===== config.mk =====
export PLATFORM = sky130hd
export DESIGN_NAME = pls_cell
export DESIGN_NICKNAME = d
export VERILOG_FILES = /design/src/rtl/pls_pkg.sv /design/src/rtl/pls_cell.sv
export SDC_FILE = /design/constraint.sdc
export NUM_CORES = 1
export LEC_CHECK = 0
export ABC_AREA = 0
export BUFFER_PORTS_ARGS = -buffer_cell sky130_fd_sc_hd__buf_2
export CELL_PAD_IN_SITES_DETAIL_PLACEMENT = 1
export CELL_PAD_IN_SITES_GLOBAL_PLACEMENT = 1
export CORE_MARGIN = 1.5
export CORE_UTILIZATION = 28
export CTS_CLUSTER_DIAMETER = 40
export CTS_CLUSTER_SIZE = 8
export DETAILED_ROUTE_END_ITERATION = 8
export PLACE_DENSITY_LB_ADDON = 0.1
export REMOVE_ABC_BUFFERS = 1
export SETUP_SLACK_MARGIN = 0.3
export SLEW_MARGIN = 20
export SYNTH_ARGS = -nofsm -noshare
export SYNTH_HDL_FRONTEND = slang
export SYNTH_SLANG_ARGS = --single-unit

===== constraint.sdc =====
create_clock -name clk -period 2.05 [get_ports clk]
set_input_delay 0.205 -clock clk [delete_from_list [all_inputs] [get_ports clk]]
set_output_delay 0.205 -clock clk [all_outputs]
set_load 0.005 [all_outputs]

===== src/rtl/pls_pkg.sv =====
package pls_pkg;

	localparam int PLS_CAPACITY  = 256;
	localparam int FUNC_W        = 4;
	localparam int POS_W         = 9;
	localparam int DATA_W        = 32;
	localparam int STATUS_W      = 2;
	localparam int ENTRY_COUNT_W = 9;

	typedef enum logic [FUNC_W-1:0] {
		FN_ADD_FIRST    = 4'd0,
		FN_ADD_LAST     = 4'd1,
		FN_ADD_AT       = 4'd2,
		FN_REMOVE_FIRST = 4'd3,
		FN_REMOVE_LAST  = 4'd4,
		FN_REMOVE_AT    = 4'd5,
		FN_GET_FIRST    = 4'd6,
		FN_GET_LAST     = 4'd7,
		FN_GET_AT       = 4'd8,
		FN_GET_MID      = 4'd9,
		FN_GET_SIZE     = 4'd10
	} func_t;

	typedef enum logic [STATUS_W-1:0] {
		STS_OK      = 2'd0,
		STS_EMPTY   = 2'd1,
		STS_BAD_POS = 2'd2,
		STS_FULL    = 2'd3
	} status_t;

	// request class
	typedef enum logic [1:0] {
		CLS_NONE = 2'd0,
		CLS_ADD  = 2'd1,
		CLS_REM  = 2'd2,
		CLS_GET  = 2'd3
	} req_class_t;

	// command broadcast to every cell
	typedef enum logic [2:0] {
		CELL_HOLD   = 3'd0,
		CELL_INSERT = 3'd1,
		CELL_REMOVE = 3'd2,
		CELL_LOAD   = 3'd3,
		CELL_SHIFT  = 3'd4
	} cell_op_t;

	typedef struct packed {
		cell_op_t                  op;
		logic signed [DATA_W-1:0]  value;
	} cell_cmd_t;

	typedef enum logic [1:0] {
		SM_IDLE = 2'b01,
		SM_SCAN = 2'b10
	} state_t;

endpackage


===== src/rtl/pls_cell.sv =====
module pls_cell import pls_pkg::*; #(
	parameter int INDEX = 0,
	parameter int IW    = 8
) (
	input  logic                     clk,
	input  cell_cmd_t                cmd,
	input  logic [IW-1:0]            pos,
	input  logic signed [DATA_W-1:0] left_entry,
	input  logic signed [DATA_W-1:0] right_entry,
	input  logic signed [DATA_W-1:0] right_tap,
	output logic signed [DATA_W-1:0] entry,
	output logic signed [DATA_W-1:0] tap
);

	localparam logic [IW-1:0] MY_IDX = IW'(INDEX);

	logic signed [DATA_W-1:0] entry_q;
	logic signed [DATA_W-1:0] tap_q;

	// entry storage and read tap, no reset
	always_ff @(posedge clk) begin
		case (cmd.op)
			CELL_INSERT: begin
				if (MY_IDX > pos) begin
					entry_q <= left_entry;
				end else if (MY_IDX == pos) begin
					entry_q <= cmd.value;
				end
			end
			CELL_REMOVE: begin
				if (MY_IDX >= pos) begin
					entry_q <= right_entry;
				end
			end
			CELL_LOAD:  tap_q <= entry_q;
			CELL_SHIFT: tap_q <= right_tap;
			default: ;
		endcase
	end

	assign entry = entry_q;
	assign tap   = tap_q;

endmodule


==> flow_metrics.env <==
export IMPL_outcome="finished clean"
export IMPL_synthTopCellsByArea="edfxtp_1, mux2_2, buf_6, mux2_1, nor3b_4"
export IMPL_path_cells="buf_2 > nor3b_4 > buf_4 > o21bai_4 > buf_4"
export IMPL_synth_area_leader_cell="edfxtp_1"
export IMPL_max_freq_mhz=801
export IMPL_cp_end_kind="flop"
export IMPL_synth_xor_area_share=0.00314
export IMPL_hold_violations=0
export IMPL_syn_area_um2=2790
export IMPL_die_w_um=103
export IMPL_path_common_cell="buf_4"
export IMPL_rsz0062_at_grt="false"
export IMPL_cp_top_family="buffers and inverters"
export IMPL_ys_seq_area_frac=0.688
export IMPL_synth_top_area_frac=0.688
export IMPL_clock_skew_ns=0.0104
export IMPL_drt_pass1_iterations=4
export IMPL_mostFrequentLayoutCells="buf_2, edfxtp_1, mux2_2"
export IMPL_critPathMaxStageDelay_ns=0.29
export IMPL_cp_required_ns=2.06
export IMPL_start_util=0.287
export IMPL_final_common_cell="buf_2"
export IMPL_cts_hold_buf=0
export IMPL_clk_pin_slew_ns=0.07
export IMPL_cp_start_kind="input port"
export IMPL_portBuffers=171
export IMPL_grt_pass1_vias=2085
export IMPL_period_needed_ns=1.25
export IMPL_power_density_nw_per_um2=689
export IMPL_drtAntennaViolNets=0
export IMPL_synth_cell_types=12
export IMPL_cts_root_buffer="clkbuf_8"
export IMPL_vias_per_cell=4.24
export IMPL_met3_usage=0.0624
export IMPL_p_leak_nw=1.67
export IMPL_gr_total_overflow=0
export IMPL_clock_path_buffers=2
export IMPL_slew_headroom=0.817
export IMPL_cts_htree_levels=3
export IMPL_vias=1977
export IMPL_met1_usage=0.151
export IMPL_setup_viol=0
export IMPL_synth_top_family_by_area="multiplexers"
export IMPL_max_slew_worst_pin_slew_ns=0.275
export IMPL_grt_busiest_layer="met2"
export IMPL_cts_sinks=64
export IMPL_gp_congestion=0.680
export IMPL_core_um2=9730
export IMPL_post_cts_resized=0
export IMPL_maxCapViolations=0
export IMPL_slew_viol_final=0
export IMPL_drive_gt1_frac=0.775
export IMPL_dieArea_um2=10600
export IMPL_syn_area_per_cell_um2=19.5
export IMPL_hold_path_class="input port to flop"
export IMPL_num_rows=36
export IMPL_routedWlPerCell_um=14.8
export IMPL_io_pins=204
export IMPL_placed_cells=450
export IMPL_antenna_found_initial=0
export IMPL_worstPathArrival_ns=1.26
export IMPL_synth_fa_ha_area_frac=0
export IMPL_finalNonFillerCells=466
export IMPL_clk_latency_ns=0.34
export IMPL_drt_iter0_drc=18
export IMPL_drcViolationCount=0
export IMPL_grt_usage=0.134
export IMPL_cts_setup_buffers=0
export IMPL_area_growth_pct=43.8
export IMPL_ir_worst_vdd_mv=0.359
export IMPL_nFillCells=1100
export IMPL_grt_pass1_wl_um=10400
export IMPL_nNetsFinal=468
export IMPL_grt_max_degree=20
export IMPL_die_height_um=103
export IMPL_hpwl_um=5330
export IMPL_numCtsBuffers=9
export IMPL_ys_warn_count=0
export IMPL_worst_path_buf_inv=3
export IMPL_synth_compound_area_frac=0.00269
export IMPL_yosys_area_share_simple=0.0233
export IMPL_cp_max_fo=18
export IMPL_tritoncts="yes"
export IMPL_ys_ff_latch=64
export IMPL_fin_util=0.413
export IMPL_drt_wl_total_um=6920
export IMPL_diodes=0
export IMPL_grtUsageMet2=0.225
export IMPL_cpMaxStageDelayCell="buf_4"
export IMPL_fin_crit_sh=0.609
export IMPL_synthMuxAreaShare=0.258
export IMPL_postSynthCellCount=143
export IMPL_crit_type="input port to flop"
synth_stat cells:
master    number
nor2_1         1
nor4_1         1
mux2_2        60
o21bai_1       1
nor3_1         1
nand2_1        1
mux2_1         4
nor3b_4        2
buf_6          6
and4_1         1
edfxtp_1      64
xor2_1         1
power breakdown:
| group | internal (W) | switching [W] | total, W |
|---|---|---|---|
| logic | 0.000153 | 0.0000957 | 0.000248 |
| clock network | 0.000556 | 0.000494 | 0.00105 |
| registers | 0.00146 | 0.00000376 | 0.00147 |
| total | 0.00217 | 0.000593 | 0.00277 |
worst paths after layout:
kind / from / end / slack (ns) / cells after the start
setup / recovery: cmd[34] / tap[5] / 0.80 / 5
hold reg to reg: entry[29] / tap[29] / 0.57 / 1
hold / removal: cmd[24] / entry[24] / 0.14 / 2
setup reg to reg: entry[18] / tap[18] / 1.13 / 1
final cells by class:
class / count / area (µm²) / share of cell area
Timing Repair Buffer: 180 / 923 / 0.230
Tap cell: 133 / 166 / 0.0415
Clock buffer: 10 / 128 / 0.0318
Multi-Input combinational cell: 73 / 815 / 0.203
Clock inverter: 6 / 60.1 / 0.0150
Sequential cell: 64 / 1920 / 0.479
flip-flops by register name (all words and copies together), names as in the netlist:
name and cells:
entry 32, tap 32
routing by layer:
| metal | share of wire | routed length [µm] |
|---|---|---|
| met5 | 0 | 0 |
| met4 | 0.014 | 99 |
| met1 | 0.39 | 2680 |
| met3 | 0.11 | 735 |
| met2 | 0.49 | 3400 |
logic make-up (layout without fill, tap and decap cells):
group / count (synthesis) / count (layout)
and+or+nand+nor: 7 / 7
muxes: 64 / 64
DFF: 64 / 64
AOI/OAI and AO/OA: 1 / 1
buffers and inverters: 6 / 196
xor gates and xnor gates: 1 / 1
per-stage QoR:
stage                     setup slack (ns)  cell area [µm²]  hold WS [ns]  setup TNS [ns]  total power (W)
after floorplan                     -0.448             2720         0.406          -14.32          0.00160
after global placement               0.436             3830         0.492               0          0.00175
after detailed placement             0.406             3830         0.492               0          0.00175
after CTS                            0.781             4010         0.114               0          0.00283
after global routing                 0.731             4010         0.122               0          0.00290
final                                0.801             4010         0.144               0          0.00277
Note: power is estimated with default switching activity, not from simulation.
